`config.mk`:
```
export PLATFORM = sky130hd
export DESIGN_NAME = agm_cell
export DESIGN_NICKNAME = d
export VERILOG_FILES = /design/src/sv/agm_pkg.sv /design/src/sv/agm_cell.sv
export SDC_FILE = /design/constraint.sdc
export NUM_CORES = 1
export LEC_CHECK = 0
export BUFFER_PORTS_ARGS = -buffer_cell sky130_fd_sc_hd__buf_2
export CORE_UTILIZATION = 55
export DETAILED_ROUTE_END_ITERATION = 10
export GPL_ROUTABILITY_DRIVEN = 0
export PLACE_DENSITY = 0.75
export SYNTH_ARGS = -nofsm -noshare
export SYNTH_HDL_FRONTEND = slang
export SYNTH_SLANG_ARGS = --single-unit
```
`constraint.sdc`:
```
create_clock -name clk -period 12 [get_ports clk]
set_input_delay 1.2 -clock clk [delete_from_list [all_inputs] [get_ports clk]]
set_output_delay 1.2 -clock clk [all_outputs]
set_load 0.01 [all_outputs]
```
`src/sv/agm_pkg.sv`:
```
// ----------------------------------------------------------------------------
// Graph table package
// Types, codes and helper functions shared by the graph table core and its
// vertex cells.
// ----------------------------------------------------------------------------
package agm_pkg;

	localparam int MAX_VERTICES_DEF = 16;
	localparam int KEY_W = 32;
	localparam int WEIGHT_W = 32;
	localparam int COL_W = 6;
	localparam int RESULT_CAP = 16;
	localparam int COUNT_MAX = 255;

	typedef enum logic [2:0] {
		OP_ADD_EDGE   = 3'd0,
		OP_ADJACENT   = 3'd1,
		OP_DEGREE     = 3'd2,
		OP_EDGE_COUNT = 3'd3,
		OP_LIST_KEY   = 3'd4,
		OP_LIST_INDEX = 3'd5,
		OP_LOOKUP     = 3'd6
	} op_t;

	typedef enum logic [1:0] {
		ST_OK        = 2'd0,
		ST_NOT_FOUND = 2'd1,
		ST_FULL      = 2'd2,
		ST_RANGE     = 2'd3
	} status_t;

	typedef enum logic [2:0] {
		S_IDLE,
		S_MATCH,
		S_EXEC,
		S_COUNT,
		S_LIST
	} state_t;

	typedef struct packed {
		logic [2:0]                 opcode;
		logic [KEY_W-1:0]           key_a;
		logic [KEY_W-1:0]           key_b;
		logic signed [WEIGHT_W-1:0] weight_in;
		logic [3:0]                 vertex_index;
	} req_t;

	typedef struct packed {
		status_t                    status;
		logic                       flag;
		logic [3:0]                 found_index;
		logic signed [WEIGHT_W-1:0] weight_out;
		logic [7:0]                 count_out;
		logic [KEY_W-1:0]           neighbour_key;
		logic                       neighbour_valid;
		logic [4:0]                 vertex_count;
		logic                       last;
	} rsp_t;

	typedef struct packed {
		logic [KEY_W-1:0]    key_a;
		logic [KEY_W-1:0]    key_b;
		logic [WEIGHT_W-1:0] weight;
		logic [COL_W-1:0]    col_a;
		logic [COL_W-1:0]    col_b;
		logic [COL_W-1:0]    rd_col;
		logic                chain_clr;
		logic                chain_en;
	} cell_cmd_t;

	typedef struct packed {
		logic key_we;
		logic key_sel;
		logic we_a;
		logic we_b;
	} cell_ctl_t;

	function automatic logic [6:0] popcnt64(input logic [63:0] v);
		logic [6:0] n;
		n = '0;
		for (int i = 0; i < 64; i++) begin
			n = n + 7'(v[i]);
		end
		return n;
	endfunction

endpackage

```
`src/sv/agm_cell.sv`:
```
// ----------------------------------------------------------------------------
// Graph table vertex cell
// Holds one vertex key, its matrix row of present bits and weights, and one
// stage of the edge count chain.
// ----------------------------------------------------------------------------
module agm_cell
	import agm_pkg::*;
#(
	parameter int N = MAX_VERTICES_DEF,
	parameter int INDEX = 0,
	parameter int SUMW = 8
) (
	input  logic                clk,
	input  logic                arst_n,
	input  cell_cmd_t           cmd,
	input  cell_ctl_t           ctl,
	input  logic                valid,
	input  logic [SUMW-1:0]     sum_in,
	output logic                match_a,
	output logic                match_b,
	output logic [KEY_W-1:0]    key_out,
	output logic [N-1:0]        row_out,
	output logic [WEIGHT_W-1:0] rd_weight,
	output logic [SUMW-1:0]     sum_out
);

	localparam int IDXW = (N > 1) ? $clog2(N) : 1;

	logic [KEY_W-1:0]    key_q;
	logic [N-1:0]        row_q;
	logic [WEIGHT_W-1:0] wt_q [N];
	logic [SUMW-1:0]     sum_q;
	logic [N-1:0]        upper;
	logic [6:0]          local_cnt;

	always_comb begin
		for (int c = 0; c < N; c++) begin
			upper[c] = (c >= INDEX);
		end
		local_cnt = popcnt64(64'(row_q & upper));
	end

	always_ff @(posedge clk) begin
		if (ctl.key_we) begin
			key_q <= ctl.key_sel ? cmd.key_b : cmd.key_a;
		end
		if (ctl.we_a) begin
			wt_q[cmd.col_a[IDXW-1:0]] <= cmd.weight;
		end
		if (ctl.we_b) begin
			wt_q[cmd.col_b[IDXW-1:0]] <= cmd.weight;
		end
	end

	always_ff @(posedge clk or negedge arst_n) begin
		if (!arst_n) begin
			row_q <= '0;
			sum_q <= '0;
		end else begin
			if (ctl.we_a) begin
				row_q[cmd.col_a[IDXW-1:0]] <= 1'b1;
			end
			if (ctl.we_b) begin
				row_q[cmd.col_b[IDXW-1:0]] <= 1'b1;
			end
			if (cmd.chain_clr) begin
				sum_q <= '0;
			end else if (cmd.chain_en) begin
				sum_q <= sum_in + SUMW'(local_cnt);
			end
		end
	end

	assign match_a   = valid && (key_q == cmd.key_a);
	assign match_b   = valid && (key_q == cmd.key_b);
	assign key_out   = key_q;
	assign row_out   = row_q;
	assign rd_weight = wt_q[cmd.rd_col[IDXW-1:0]];
	assign sum_out   = sum_q;

endmodule

```
==> Word-level counts from Yosys, hierarchy flattened <==
Memory sizes are Yosys's and may differ from the RTL's.
Index checks and enable logic that the tools add are counted.
{ "totals": {"output_inout_bits": 90, "mem_count": 1, "word_cells": 46, "register_bits": 56, "ramBits": 512} }
{ "mem_list": {"columns": ["memory", "words", "width", "read_ports", "rd_clocked_by_memory_dff", "write_ports", "line", "source"], "rows": [
  ["wt_q", 16, 32, 1, 0, 2, "agm_cell.sv:31", "logic [WEIGHT_W-1:0] wt_q [N];"]
]} }
{ "classes": {"add_sub_neg": 16, "reduce_logical": 5, "mux": 13, "eq_ne": 2, "n_lt_le_gt_ge": 4, "bitwise": 2} }
{ "op_table": {"columns": ["op", "n"], "rows": [
  ["32-bit equality test", 2],
  ["7-bit by 1-bit adder with 7-bit output", 9],
  ["16-bit 2-to-1 mux", 2],
  ["32-bit 2-to-1 mux", 1],
  ["16-bit OR", 2],
  ["8-bit 2-to-1 mux", 2],
  ["4-bit by 5-bit less-than comparator with 1-bit output (second input constant)", 2],
  ["8-bit by 7-bit adder with 8-bit output", 1],
  ["1-bit demux with 4-bit select", 2],
  ["4-bit by 1-bit >= comparator with 1-bit output (second input constant)", 2],
  ["6-bit by 1-bit adder with 7-bit output", 1],
  ["5-bit by 1-bit adder with 6-bit output", 1],
  ["1-bit 2-to-1 mux", 6],
  ["4-bit by 1-bit adder with 5-bit output", 1],
  ["3-bit by 1-bit adder with 4-bit output", 1],
  ["1-bit logical AND", 4],
  ["2-bit by 1-bit adder with 3-bit output", 1],
  ["1-bit by 1-bit adder with 2-bit output", 1],
  ["2-bit nonzero test", 1]
]} }

==> Depth between registers and ports, before layout <==
{ "logic_depth": {"depth_word": 18, "depth_mapped": 13, "ltp_nobuf": 13} }

==> Least setup slack after synthesis <==
Ideal clock, no wire load.
{ "synth_path": {"kind": "input to register", "from": "input port sum_in[0]", "to": "register sum_q[6], in the netlist sum_out[6]", "t_arrival_ps": 4721, "slack_ps": 7179, "path_stages": 11, "required_time_ps": 11901, "path_cell_list": "fa_1 inv_1 fa_1 fa_1 fa_1 fa_1 fa_1 nor2b_1 o2111ai_1 a31o_2 a311oi_1"} }
{ "synth_between": {"elab_chain_len": 3} }
{ "synth_rtl": {"columns": ["item", "line", "source"], "rows": [
  ["start, declared", "agm_cell.sv:18", "input logic [SUMW-1:0] sum_in,"],
  ["8-bit by 7-bit adder with 8-bit output", "agm_cell.sv:69", "sum_q <= sum_in + SUMW'(local_cnt);"],
  ["8-bit 2-to-1 mux", "agm_cell.sv:68", "end else if (cmd.chain_en) begin"],
  ["8-bit 2-to-1 mux", "agm_cell.sv:66", "if (cmd.chain_clr) begin"],
  ["end signal, assigned", "agm_cell.sv:69", null],
  ["end, declared", "agm_cell.sv:32", "logic [SUMW-1:0] sum_q;"]
]} }
No other way between the ends. The select of a mux whose other input is x is not followed.
A chain may end at the register's enable or synchronous reset.

==> Final worst setup path <==
{ "layout_path": {"from": "input port cmd[3] (netlist name)", "to": "output port rd_weight[25]"} }
{ "layout_between": {"elab_chain_len": 1} }
{ "layout_rtl": {"columns": ["item", "line", "source"], "rows": [
  ["start, declared", "agm_cell.sv:15", "input cell_cmd_t cmd,"],
  ["memory 16 x 32 bit", null, null],
  ["end, declared", "agm_cell.sv:23", "output logic [WEIGHT_W-1:0] rd_weight,"]
]} }
No other way between the ends.

==> implementation parameters <==
Parameter                              Value

Setup path
  CP required ... ~11 ns
  Startpoint type of the worst setup path ... primary input
  Worst setup path endpoint ... rd_weight[25]
  Reg-to-reg critical path endpoint ... sum_out[6]$_DFFE_PN0P_
  Crit path depth ... 5
  Worst path buffer plus inverter count ... 3
  Worst setup path category ... in -> out
  Crit end category ... primary output
  Crit-path max FO ... 74
  Timing startpoint of the critical path ... cmd[3]
  Slowest-stage cell, CP ... buf_4
  Arrival time reported for the critical path endpoint ... slightly below 4 ns
  Worst r2r path cells ... 11
  Kind of cell adding the most delay to the critical path ... buffers and inverters
  Cell breakdown of the critical path ... buf_4 -> buf_4 -> mux4_2 -> mux4_2 -> buf_2
  Maximum cell stage delay along the critical path ... ~0.90 ns
  Reg-to-reg slack, setup ... 7.73 ns
  Reg-to-reg critical path startpoint ... row_out[10]$_DFF_PN0_

Yosys
  Count of state elements after synthesis ... approximately 570
  Number of cells produced by synthesis ... 1036
  Share of async-settable or async-resettable flops after synthesis ... under 10%
  Synth cell types ... 50
  Yosys warning count ... 0
  Flip-flop cell with the highest count after synthesis ... edfxtp_1
  Post-synthesis instance area ... ~23000 µm²
  Avg Inst Size Synth ... 22.2 µm²
  Sequential area share after synthesis ... roughly 74%
  Number of enable flip-flop cells after synthesis ... about 540
  Mapped Nets ... roughly 1200

Global routing
  Global-route wire length before repair ... between 70000 and 80000 µm
  Pin count of the biggest net entering global routing ... 75
  Initial antenna violation count ... 4
  Global Route Usage Sum ... around a quarter
  Via count of the first global-routing pass ... between 10000 and 15000
  Aggregate global routing overflow ... 0

Floorplan
  Num ports ... between 200 and 250
  Starting density of the core ... about 56%
  Horizontal die dimension ... between 200 and 250 µm
  Height of the chip ... ~210 µm
  Die area ... between 40000 and 50000 µm²
  Rows ... between 70 and 80
  Core Area ... between 40000 and 50000 µm²

Timing
  Highest clock frequency the design can meet ... a little under 200 MHz
  Final count of negative-setup-slack endpoints ... 0
  Post-layout min period ... between 5 and 6 ns
  Final TNS setup ... 0 ns
  Slew at the pin with the worst max-slew slack ... ~1.1 ns
  Final hold vios ... 0
  Unrepaired setup endpoints after global routing ... false
  Period utilization ... 43.0%
  Worst Skew ... approximately 0.0093 ns
  Count of final max-slew check failures ... 0
  Remaining max-slew budget at the tightest pin ... about a quarter

Clocking
  Clock slew seen by the registers of the worst setup and hold paths ... about 0.06 ns
  Hold buffer count at cts ... 0
  # resized after CTS ... 0
  Clk Latency, worst-skew pair ... 0.60 ns
  H-tree depth reported by CTS ... 2
  Clock tree buffer depth ... 3
  Cell chosen for the clock root ... clkbuf_16
  Buffers inserted by post-CTS timing repair ... 0
  TritonCTS Buffers ... 55
  CTS tree ... built
  Number of clock sinks seen by CTS ... roughly 570

Cells and area
  Growth of design area from synthesis to finish ... 15.2%
  Most frequent standard cell in the layout excluding fill and tap cells ... edfxtp_1
  Commonest cells after routing, fill and taps aside ... 544 x edfxtp_1, 212 x buf_2, 155 x mux4_2, 62 x xor2_1, 56 x clkbuf_16
  Final cell count without fillers ... 1865
  Layout cell share with drive strength beyond 1 ... about two fifths
  Filler Cell Count ... approximately 2700
  Number of nets in the layout ... about 1400

Pwr
  Power density over the cells ... around 160 nW/µm²
  Leak Pwr ... 8.96 nW
  Max VDD drop ... 99.7 µV

Routing
  Detailed-route DRC error count ... 16
  Post-detailed-routing wire length ... between 40000 and 50000 µm
  Number of detailed-route iterations in the first pass ... 8
  Count of routing violations after the opening detailed-route iteration ... slightly above 1000
  Vias ... roughly 11000
  Via density per instance ... around 6
  Post-detailed-route wirelength per cell ... approximately 26 µm
  Remaining number of nets flagged by the antenna check after routing ... 0

Placed design
  Dpl cells ... between 1500 and 2000
  Count of buffers from port buffering ... about 210
  Final HPWL DP ... ~26000 µm

Outcome
  Failing checks ... DRC
  Status ... complete, but fails checks

Hold path
  Hold Crit Class ... reg -> reg

Run
  Reported max-cap violation count ... 0
[routing by layer]
layer  wire length (µm)  global-route usage [%]  share of wire [%]
met5                 36                       0              0.074
met4               1180                    7.83                2.4
met3               3500                    4.79                7.2
met2              24300                    38.6                 50
met1              19700                    32.9                 40
[worst min path at each step]
stage | start | end | slack [ns] | cells after the start
floorplan | sum_out[4]$_DFFE_PN0P_ | sum_out[4]$_DFFE_PN0P_ | 0.51 | 2
global placement | sum_out[4]$_DFFE_PN0P_ | sum_out[4]$_DFFE_PN0P_ | 0.46 | 2
detailed placement | sum_out[4]$_DFFE_PN0P_ | sum_out[4]$_DFFE_PN0P_ | 0.47 | 2
CTS | sum_out[4]$_DFFE_PN0P_ | sum_out[4]$_DFFE_PN0P_ | 0.49 | 2
global route | sum_out[4]$_DFFE_PN0P_ | sum_out[4]$_DFFE_PN0P_ | 0.52 | 2
finish | sum_out[4]$_DFFE_PN0P_ | sum_out[4]$_DFFE_PN0P_ | 0.48 | 2
[flip-flops by register name, indices dropped and copies added (netlist names)]
register / count
row_out: 16
sum_out: 8
key_out: 32
wt_q: 512
[worst reg2reg max path, delay by kind of cell, from the launching register on]
family          cells  cell delay [ns]
flops               1             0.40
fa+ha+maj           6             2.89
compound gates      3             0.67
buf+inv             1             0.05
simple gates        1             0.18
[cell usage after synthesis, types with 4 or more instances]
library cell,n,area [µm²]
buf_1,6,22.5
buf_2,11,55.1
buf_6,15,169
clkbuf_1,5,18.8
dfrtp_1,24,601
edfxtp_1,544,16300
fa_1,12,240
ha_1,8,100
inv_1,26,97.6
mux2_2,32,360
mux4_1,5,131
mux4_2,155,3490
nand2_1,9,33.8
nand2b_1,13,81.3
nand3_1,8,40.0
nand3b_1,5,37.5
nor2_1,13,48.8
nor3_1,5,25.0
nor4_1,14,87.6
o21a_1,4,30.0
o22ai_1,13,81.3
or2_2,7,43.8
xor2_1,62,543
[metrics by stage]
stage / cell area, µm² / util (%) / setup WS [ns] / hold WS, ns / power [mW]
6_report: 26500 / 64.6 / 6.83 / 0.484 / 4.27
5_1_grt: 26500 / 64.6 / 6.73 / 0.516 / 4.41
4_1_cts: 26500 / 64.6 / 6.81 / 0.489 / 4.31
3_5_place_dp: 24800 / 60.5 / 6.80 / 0.471 / 2.70
3_3_place_gp: 24800 / 60.5 / 6.78 / 0.465 / 2.69
2_1_floorplan: 23000 / - / 7.18 / 0.508 / 2.55
[cell type report]
cell class	instances	area, µm²	area share (%)
well taps	532	666	2.51
clock buffers	63	1430	5.39
inverters	26	97.6	0.368
flip-flops and latches	568	16900	63.9
repair buffers	235	1240	4.68
diodes	2	5.00	0.0189
multi-input cells	400	5870	22.1
clock inverters	39	260	0.982
[cell families after synthesis]
family                     count (synthesis)  share of synthesized area (%)
xor gates and xnor gates                  65                           2.47
AOI/OAI and AO/OA                         38                           1.21
adders and majority gates                 20                           1.48
buffers and inverters                     68                           1.83
DFF                                      568                           73.6
and+or+nand+nor                           84                           2.03
muxes                                    193                           17.4
[report_power, final]
group          internal, mW  switching (mW)
combinational         0.163           0.198
clock                 0.897           0.717
sequential             2.26          0.0307
(Power assumes the default switching activity.)
